## src/rtl/dwsp_pkg.sv

```systemverilog
// dwsp_pkg: shared constants and types for the dual wheel speed pid unit
// no dependencies
package dwsp_pkg;

  localparam int unsigned AvgLen  = 5;
  localparam int unsigned SlotW   = $clog2(AvgLen);
  localparam int unsigned PulseW  = 13;
  localparam int unsigned SumW    = PulseW + $clog2(AvgLen + 1);

  // ring average as a reciprocal multiply, exact for any ring sum magnitude
  localparam int unsigned     AvgShift = SumW + $clog2(AvgLen);
  localparam longint unsigned AvgRecip = ((64'd1 << AvgShift) + AvgLen - 1) / AvgLen;
  localparam int unsigned     AvgProdW = 2 * SumW + 1;

  // divide by ten, exact for magnitudes below 2**27
  localparam int unsigned     Div10Shift = 31;
  localparam longint unsigned Div10Recip = ((64'd1 << Div10Shift) + 64'd9) / 64'd10;

  // steering target divides, exact over the ranges that reach them
  localparam int unsigned     OuterShift = 38;
  localparam longint unsigned OuterRecip = ((64'd1 << OuterShift) + 64'd9999) / 64'd10000;
  localparam int unsigned     InnerShift = 53;
  localparam longint unsigned InnerRecip =
    ((64'd1 << InnerShift) + 64'd4999999) / 64'd5000000;
  // anything at or above this gives a target past the cap
  localparam longint unsigned InnerClip  = 64'd201 * 64'd5000000;

  localparam logic [1:0] CfgTarget = 2'd0;
  localparam logic [1:0] CfgGainP  = 2'd1;
  localparam logic [1:0] CfgGainI  = 2'd2;
  localparam logic [1:0] CfgGainD  = 2'd3;

  // per-lane job handed over by the steering stage
  typedef struct packed {
    logic [7:0]  target;   // capped at 200
    logic [11:0] speed;
    logic        halt;
  } lane_job_t;

endpackage

```

## src/rtl/dwsp_avg.sv

```systemverilog
// dwsp_avg: moving average ring and absolute speed for one wheel
// depends on dwsp_pkg
module dwsp_avg (
  input  logic                       clk_i,
  input  logic                       rst_ni,
  input  logic                       wr_i,
  input  logic [dwsp_pkg::SlotW-1:0] slot_i,
  input  logic signed [12:0]         pulses_i,
  output logic [11:0]                speed_o
);
  import dwsp_pkg::*;

  logic signed [PulseW-1:0] ring_q [AvgLen];
  logic signed [SumW-1:0]   sum;
  logic [SumW-1:0]          mag;
  logic [AvgProdW-1:0]      prod;
  logic [SumW-1:0]          quo;

  always_ff @(posedge clk_i or negedge rst_ni) begin
    if (!rst_ni) begin
      for (int k = 0; k < AvgLen; k++) ring_q[k] <= '0;
    end else if (wr_i) begin
      ring_q[slot_i] <= pulses_i;
    end
  end

  // the ring is read in the cycle after the write
  // |sum / len| truncated toward zero equals floor(|sum| / len)
  always_comb begin
    sum = '0;
    for (int k = 0; k < AvgLen; k++) sum = sum + SumW'(ring_q[k]);
    mag  = sum[SumW-1] ? SumW'(-sum) : SumW'(sum);
    prod = AvgProdW'(mag) * AvgProdW'(AvgRecip);
    quo  = SumW'(prod >> AvgShift);
    speed_o = (quo > SumW'(4095)) ? 12'd4095 : quo[11:0];
  end
endmodule

```

## config.mk

```make
export PLATFORM = sky130hd
export DESIGN_NAME = dwsp_avg
export DESIGN_NICKNAME = d
export VERILOG_FILES = /design/src/rtl/dwsp_pkg.sv /design/src/rtl/dwsp_avg.sv
export SDC_FILE = /design/constraint.sdc
export NUM_CORES = 1
export LEC_CHECK = 0
export BUFFER_PORTS_ARGS = -buffer_cell sky130_fd_sc_hd__buf_2
export CAP_MARGIN = 15
export CORE_ASPECT_RATIO = 0.7
export CORE_MARGIN = 10
export CORE_UTILIZATION = 50
export CTS_CLUSTER_DIAMETER = 200
export CTS_CLUSTER_SIZE = 20
export DETAILED_ROUTE_END_ITERATION = 8
export PLACE_DENSITY = 0.66
export SLEW_MARGIN = 5
export SYNTH_ARGS = -nofsm -noshare
export SYNTH_HDL_FRONTEND = slang
export SYNTH_SLANG_ARGS = --single-unit
```

## constraint.sdc

```tcl
create_clock -name clk_i -period 20.9 [get_ports clk_i]
set_clock_uncertainty 0.15 [all_clocks]
set_input_delay 1.045 -clock clk_i [delete_from_list [all_inputs] [get_ports clk_i]]
set_output_delay 1.045 -clock clk_i [all_outputs]
set_load 0.02 [all_outputs]
```

==> results of run 1 <==
[placed cells by master, fill, tap and decap left out, drive strengths merged, types with 3 or more instances in the layout]
master and instances:
clkbuf 10, nor3 8, fa 122, inv 243, buf 36, o21bai 4, ha 147, a211oi 4
o211ai 5, nor2 23, dfrtp 65, o21ai 57, a21o 23, xor2 13, a21oi 40, nor3b 3
or2 5, nand2 65, nand3 8, a31oi 4, o311ai 5, nand4 13, or3 8, o21a 5
xnor2 31, nor2b 8, o31ai 3, nand2b 8, and4 4, mux2 38
[per-layer routing]
metal	vias up	track usage [%]
li1	3340	-
met1	3424	29.8
met2	186	24.0
met3	7	5.33
met4	0	1.89
met5	-	0
[cell type report]
type	count	area (sq um)
inverter	242	908
clock inverter	6	90.1
clock buffer	10	239
timing repair buffer	36	195
tap	242	303
multi-input combinational	683	7000
sequential	65	1630
fill	1729	8510
[worst max path at each step]
| stage | endpoint | slack [ns] | cells past startpoint |
|---|---|---|---|
| 4_1_cts | speed_o[6] | 8.19 | 37 |
| 3_5_place_dp | speed_o[6] | 8.64 | 37 |
| 2_1_floorplan | speed_o[6] | 10.00 | 38 |
| 3_3_place_gp | speed_o[6] | 8.67 | 36 |
| 6_report | speed_o[6] | 8.15 | 37 |
| 5_1_grt | speed_o[6] | 7.32 | 37 |
[logic make-up after synthesis]
logic type      synth area share (%)
compound gates                  11.0
fa+ha+maj                       44.7
simple gates                    8.64
buf+inv                         10.2
mux                             4.47
xor+xnor                        4.02
flops                           17.0
[metrics by stage]
stage / setup WS (ns) / hold WS, ns / area [sq um]
floorplan: 10.00 / 0.329 / 9580
global route: 7.32 / 0.366 / 10400
finish: 8.15 / 0.351 / 10400
CTS: 8.19 / 0.357 / 10400
global placement: 8.67 / 0.338 / 10000
detailed placement: 8.64 / 0.343 / 10000
[critical path, delay by kind of cell (launching register included)]
kind	cells	cell delay (ns)
buffers and inverters	6	0.51
flip-flops	1	0.33
AO/OA/AOI/OAI	13	3.38
adder cells (fa/ha/maj)	11	5.21
AND/OR/NAND/NOR	5	0.87
XOR/XNOR	2	0.92
==> run metrics, run 1 <==
outcome=completed; Post-Synthesis Cell Area=9580 sq um; Final min period=12.75 ns; Tcrit/Tclk final=61.0%; Final Hold Viols=0; Die W=185 microns; Setup crit start kind=flop; Syn. warnings=0; htree depth=3; Syn Nets=1296; WL/cell=17.1 microns; Synth cell types=56; CTS tree=built; Layout area overhead=8.10%; top_reg_cell synth=dfrtp_1; fin cells=1284; Initial Util=50.8%; Post-route DRC=0; Worst R2R Path Depth=1; Initial DRC Count=420; Diodes inserted=0; RSZ-0062 raised after global routing=false; Critical Path RT=19.70 ns; Worst R2R End=ring_q[51]$_DFFE_PN0P_; via count=6957; Area contributors post-synth=fa_1, ha_1, dfrtp_1, inv_1, mux2_2; Final Max Slew Viols=0; Slew @ Worst Pin=1.01 ns; met2 wire len=8520 microns; final net count=1325; #FFs+latches synth=65; Die Ht=136 microns; Most flops, register=ring_q; row count=42; hold path start=ring_q[22]$_DFFE_PN0P_; Crit Path Max Fanout=12; critical path type=reg -> out; Slowest Stage Delay on Critical Path=0.84 ns; Highest Signal Layer=met4; GRT Overall Usage=18.5%; Slew HR=32.4%; top-count cell post-synth=inv_1; Worst Hold Depth=1; Setup Viol. Count Final=0; Top Ports=31; Bufs on Longest Clock Path=2; FF-to-FF Start=ring_q[51]$_DFFE_PN0P_; vias per cell=5.42; Port Buffers=30; first-pass GRT wire length=36500 microns; initial antenna violation count=0; Cells after DPL=1268; R2R Setup Slk=19.93 ns; Syn Area/Cell=9.51 sq um; max cap viols=0; CP startpoint=ring_q[2]$_DFFE_PN0P_; synth cell count leaders=inv_1, ha_1, fa_1, dfrtp_1, nand2_1; fraction of registers with async set/reset=100%; post-synthesis sequential area ratio=17.0%; number of flip-flops under the largest register name=65; die footprint=25200 sq um; Max Fclk=0.0785 GHz; CP max stage cell=xnor2_1; share of layout cells above drive strength 1=9.79%; Post-CTS Setup Inserts=0; setup TNS=0 ns; grt ovf=0; number of global-route vias before repair=6722; Clk Latency, worst-skew pair=0.34 ns; Hold WC Path Type=reg -> reg; Post-CTS Resized=0; # hold bufs at CTS=0; GPL Wtd Cong=0.971; Hold Crit Endpoint=ring_q[22]$_DFFE_PN0P_; post-detailed-route count of antenna-violating nets=0; metal1 wirelength=11500 microns; Detailed Place HPWL=18700 microns; Num Clock Sinks=65; utilization after layout=54.9%; CTS clock-pin slew for the worst setup and hold paths=0.06 ns; Routed WL=21900 microns; number of enable flip-flop cells after synthesis=0; Most Frequent Cell on Critical Path=fa_1; First-pass DRT Iterations=5; Num CTS Buffers=9; biggest regs=ring_q (65); most area-hungry cell type in the Yosys netlist=fa_1; core area=18900 sq um; CP arrival=11.55 ns; synthesized instance count=1008; Synth top area share=25.5%; clk root buf=clkbuf_16; largest net degree at the start of global routing=66; Setup crit end kind=output port; met3 wire len=1820 microns
Power of run 1 is not shown: default switching activity piles up to over one toggle a cycle in this logic, so the estimate is an artifact.
==> run 2, diff against run 1 <==
- ABC_AREA: not set -> 1
- clock period: 20.9 -> 12.06 ns (I/O delays scaled with it)
==> run 2 against run 1 <==
Worst hold slack got worse by 0.055 ns. Die area fell by 0.71%. Critical path depth rose by 1. Cell area fell by 1.5%. Sequential share of layout area rose by 0.24 points. Sequential cell count did not move. Utilization fell by 0.54 points. Via count rose by 0.30%. Register-to-register slack got worse by 8.8 ns. Count of clock-buffer cells in the layout rose by 1. Final cell count rose by 9.7%.
==> run metrics, run 2 <==
htree depth=3; GPL Wtd Cong=0.953; Diodes inserted=0; post-synthesis sequential area ratio=17.1%; Slew HR=30.7%; share of layout cells above drive strength 1=6.69%; Bufs on Longest Clock Path=2; Max Fclk=0.0901 GHz; most area-hungry cell type in the Yosys netlist=fa_1; number of enable flip-flop cells after synthesis=0; fillers=1748; CP arrival=10.34 ns; largest net degree at the start of global routing=66; clk root buf=clkbuf_16; Layout area overhead=7.31%; row count=42; top_reg_cell synth=dfrtp_1; Slowest Stage Delay on Critical Path=0.62 ns; Syn Area/Cell=8.41 sq um; Slew @ Worst Pin=1.04 ns; max cap viols=0; Post-route DRC=0; multi-input logic area=6700 sq um; Final min period=11.09 ns; grt ovf=0; #FFs+latches synth=65; Post-CTS Setup Inserts=0; top-count cell post-synth=inv_1; outcome=completed; CTS tree=built; Initial Util=50.7%; CP max stage cell=fa_1; # hold bufs at CTS=0; Critical Path RT=11.31 ns; Syn. warnings=0; RSZ-0062 raised after global routing=false; Initial DRC Count=435; Clk Latency, worst-skew pair=0.33 ns; Post-CTS Resized=0; post-detailed-route count of antenna-violating nets=0; core area=18800 sq um; most frequent cells in the layout=inv_1, nand2_1, ha_1, fa_1, o21ai_0; first-pass GRT wire length=36600 microns; GRT Overall Usage=18.4%; Top Ports=31; Die W=185 microns; Post-Synthesis Cell Area=9500 sq um; number of flip-flops under the largest register name=65; Setup crit start kind=flop; Final Hold Viols=0; Num CTS Buffers=9; Final Max Slew Viols=0; setup TNS=0 ns; Synth cell types=40; critical path type=reg -> out; die footprint=25000 sq um; Num Clock Sinks=65; First-pass DRT Iterations=5; Area contributors post-synth=fa_1, ha_1, dfrtp_1, inv_1, nand2_1; Hold WC Path Type=in -> async; Tcrit/Tclk final=92.0%; Syn Nets=1418; Most flops, register=ring_q; WL/cell=15.3 microns; Detailed Place HPWL=18800 microns; Synth top area share=25.7%; Crit Path Max Fanout=12; CTS clock-pin slew for the worst setup and hold paths=0.06 ns; final net count=1449; Setup crit end kind=output port; Die Ht=135 microns; Setup Viol. Count Final=0; Port Buffers=30; most common cell after layout, fill and taps aside=inv_1; FF+latch area=1630 sq um; Routed WL=21600 microns; number of global-route vias before repair=7149; biggest regs=ring_q (65); via count=6978; initial antenna violation count=0; fraction of registers with async set/reset=100%; synthesized instance count=1130; vias per cell=4.96; synth cell count leaders=inv_1, nand2_1, ha_1, fa_1, o21ai_0
==> run 2: through the flow <==
stage | setup WS [ns] | util [%] | instances | hold WS, ns | instance area, sq um
finish | 0.966 | 54.4 | 1408 | 0.297 | 10200
global route | 0.296 | 54.4 | 1408 | 0.352 | 10200
CTS | 1.04 | 54.4 | 1408 | 0.337 | 10200
detailed placement | 1.49 | 52.9 | 1392 | 0.323 | 9920
global placement | 1.50 | 52.9 | 1392 | 0.318 | 9920
floorplan | 2.88 | - | 1130 | 0.157 | 9500
==> run 2: area by class of cell <==
| cell class | count | area share, % |
|---|---|---|
| Clock inverter | 5 | 0.294 |
| Timing Repair Buffer | 31 | 1.55 |
| Clock buffer | 11 | 2.48 |
| Sequential cell | 65 | 15.9 |
| Inverter | 300 | 11.0 |
| Multi-Input combinational cell | 754 | 65.7 |
| Tap cell | 242 | 2.97 |
==> run 2: worst paths after layout <==
kind | start | to | slack (ns) | cells after the start
setup / recovery | ring_q[2]$_DFFE_PN0P_ | speed_o[2] | 0.97 | 38
hold / removal | rst_ni | ring_q[10]$_DFFE_PN0P_ | 0.30 | 2
setup reg to reg | ring_q[64]$_DFFE_PN0P_ | ring_q[64]$_DFFE_PN0P_ | 11.14 | 2
hold reg to reg | ring_q[15]$_DFFE_PN0P_ | ring_q[15]$_DFFE_PN0P_ | 0.33 | 2
max in group asynchronous | rst_ni | ring_q[29]$_DFFE_PN0P_ | 10.91 | 2
min in group clk_i | ring_q[15]$_DFFE_PN0P_ | ring_q[15]$_DFFE_PN0P_ | 0.33 | 2
==> run 2: worst max-delay path: cells and delay by family (launching register included) <==
kind,cells,cell delay [ns]
compound gates,5,0.86
xor+xnor,1,0.53
fa+ha+maj,11,5.63
buf+inv,10,0.82
flops,1,0.35
simple gates,11,1.77
==> run 2: routing by layer <==
metal  global-route usage, %  wire, microns  vias up
li1                        -              -     3535
met1                    28.7          11600     3263
met2                    24.5           8090      170
met3                    6.00           1840       10
met4                    1.58             89        0
met5                       0              0        -
==> run 2: kinds of logic after synthesis <==
kind of cell    share of synthesized area, %
compound gates                          8.56
buf+inv                                 12.4
flops                                   17.1
xor+xnor                                3.32
simple gates                            13.6
fa+ha+maj                               45.0
Power of run 2 is left out for the same reason.
==> run 3, diff against run 2 <==
- CORE_ASPECT_RATIO: 0.7 -> not set
- MAX_ROUTING_LAYER: not set -> met4
- clock period: 12.06 -> 13.5 ns (I/O delays scaled with it)
==> run 3 against run 2 <==
First-iteration DRC count fell by 23%. Wire length fell by 2.9%. Cell area rose by 0.39%. Global-route usage rose by 0.13 points. Via count rose by 1.7%. Critical path depth rose by 1. Count of clock-buffer cells in the layout did not move. Utilization rose by 0.37 points. Register-to-register slack improved by 1.4 ns. Non-clock buffer count did not move. Die area fell by 0.35%. Critical path type unchanged.
==> run metrics, run 3 (same netlist as run 2, synthesis figures left out) <==
outcome=completed; Layout area overhead=7.73%; post-detailed-route count of antenna-violating nets=0; Critical Path RT=12.68 ns; via count=7099; grt ovf=0; Final min period=10.89 ns; most common cell after layout, fill and taps aside=inv_1; Bufs on Longest Clock Path=2; Detailed Place HPWL=18000 microns; Post-CTS Resized=0; multi-input logic area=6700 sq um; WL/cell=15.0 microns; Post-CTS Setup Inserts=0; clk root buf=clkbuf_16; metal1 wirelength=9240 microns; largest net degree at the start of global routing=66; CP max stage cell=fa_1; first-pass GRT wire length=35900 microns; row count=50; Slew @ Worst Pin=1.02 ns; Setup Viol. Count Final=0; final net count=1449; RSZ-0062 raised after global routing=false; Most flops, register=ring_q; biggest regs=ring_q (65); critical path type=reg -> out; Final Hold Viols=0; fillers=1784; share of layout cells above drive strength 1=6.44%; Fin Hold WS=0.332 ns; Hold WC Path Type=reg -> reg; met2 wire len=10600 microns; number of global-route vias before repair=7503; Tcrit/Tclk final=80.7%; Slew HR=31.7%; Highest Signal Layer=met4; Setup crit end kind=output port; Crit Path Max Fanout=12; setup TNS=0 ns; number of flip-flops under the largest register name=65; Most Frequent Cell on Critical Path=fa_1; Setup crit start kind=flop; Routed WL=21000 microns; max cap viols=0; CTS clock-pin slew for the worst setup and hold paths=0.05 ns; GPL Wtd Cong=0.981; Num Clock Sinks=65; Die W=158 microns; Clk Latency, worst-skew pair=0.33 ns; # hold bufs at CTS=0; htree depth=3; met3 wire len=691 microns; die footprint=24900 sq um; initial antenna violation count=0; Num CTS Buffers=9; Initial DRC Count=337; CP arrival=10.07 ns; vias per cell=5.08; First-pass DRT Iterations=4; core area=18700 sq um; Max Fclk=0.0918 GHz; Diodes inserted=0; most frequent cells in the layout=inv_1, nand2_1, ha_1, fa_1, o21ai_0; GRT Overall Usage=18.5%; Port Buffers=30; FF+latch area=1630 sq um; Final Max Slew Viols=0; Slowest Stage Delay on Critical Path=0.56 ns; CTS tree=built; utilization after layout=54.7%; Top Ports=31; Initial Util=50.8%; Post-route DRC=0; Die Ht=158 microns
run 3: cell type report:
type / count / area share, %
sequential: 65 / 15.9
clock buffer: 11 / 2.37
inverter: 300 / 11.0
timing repair buffer: 31 / 1.54
tap: 234 / 2.86
clock inverter: 3 / 0.880
multi-input combinational: 754 / 65.5
run 3: through the flow:
step / worst slack (ns) / cell area (sq um) / std cells
after floorplan: 4.25 / 9500 / 1130
after global placement: 3.01 / 9910 / 1384
after detailed placement: 2.97 / 9910 / 1384
after CTS: 2.57 / 10200 / 1398
after global routing: 1.80 / 10200 / 1398
final: 2.61 / 10200 / 1398
run 3: layer usage:
layer	GRT usage [%]	up-vias
met5	-	-
met4	5.65	0
met3	2.63	24
met2	31.7	105
met1	22.1	3427
li1	-	3543
run 3: path summary, 6_finish.rpt:
check	from	endpoint	slack, ns	depth (start not counted)
worst max-delay path	ring_q[1]$_DFFE_PN0P_	speed_o[1]	2.61	39
worst min-delay path	ring_q[29]$_DFFE_PN0P_	ring_q[29]$_DFFE_PN0P_	0.33	2
worst max register to register	ring_q[64]$_DFFE_PN0P_	ring_q[64]$_DFFE_PN0P_	12.57	2
worst min register to register	ring_q[29]$_DFFE_PN0P_	ring_q[29]$_DFFE_PN0P_	0.33	2
max in group asynchronous	rst_ni	ring_q[28]$_DFFE_PN0P_	12.28	2
min in group asynchronous	rst_ni	ring_q[34]$_DFFE_PN0P_	0.38	2
run 3: worst max-delay path, delay by kind of cell (launching register included):
| family | cells | cell delay [ns] |
|---|---|---|
| simple gates | 10 | 1.44 |
| fa+ha+maj | 12 | 5.45 |
| buf+inv | 9 | 0.67 |
| flops | 1 | 0.34 |
| compound gates | 6 | 1.04 |
| xor+xnor | 2 | 0.79 |
Power of run 3 is left out for the same reason.
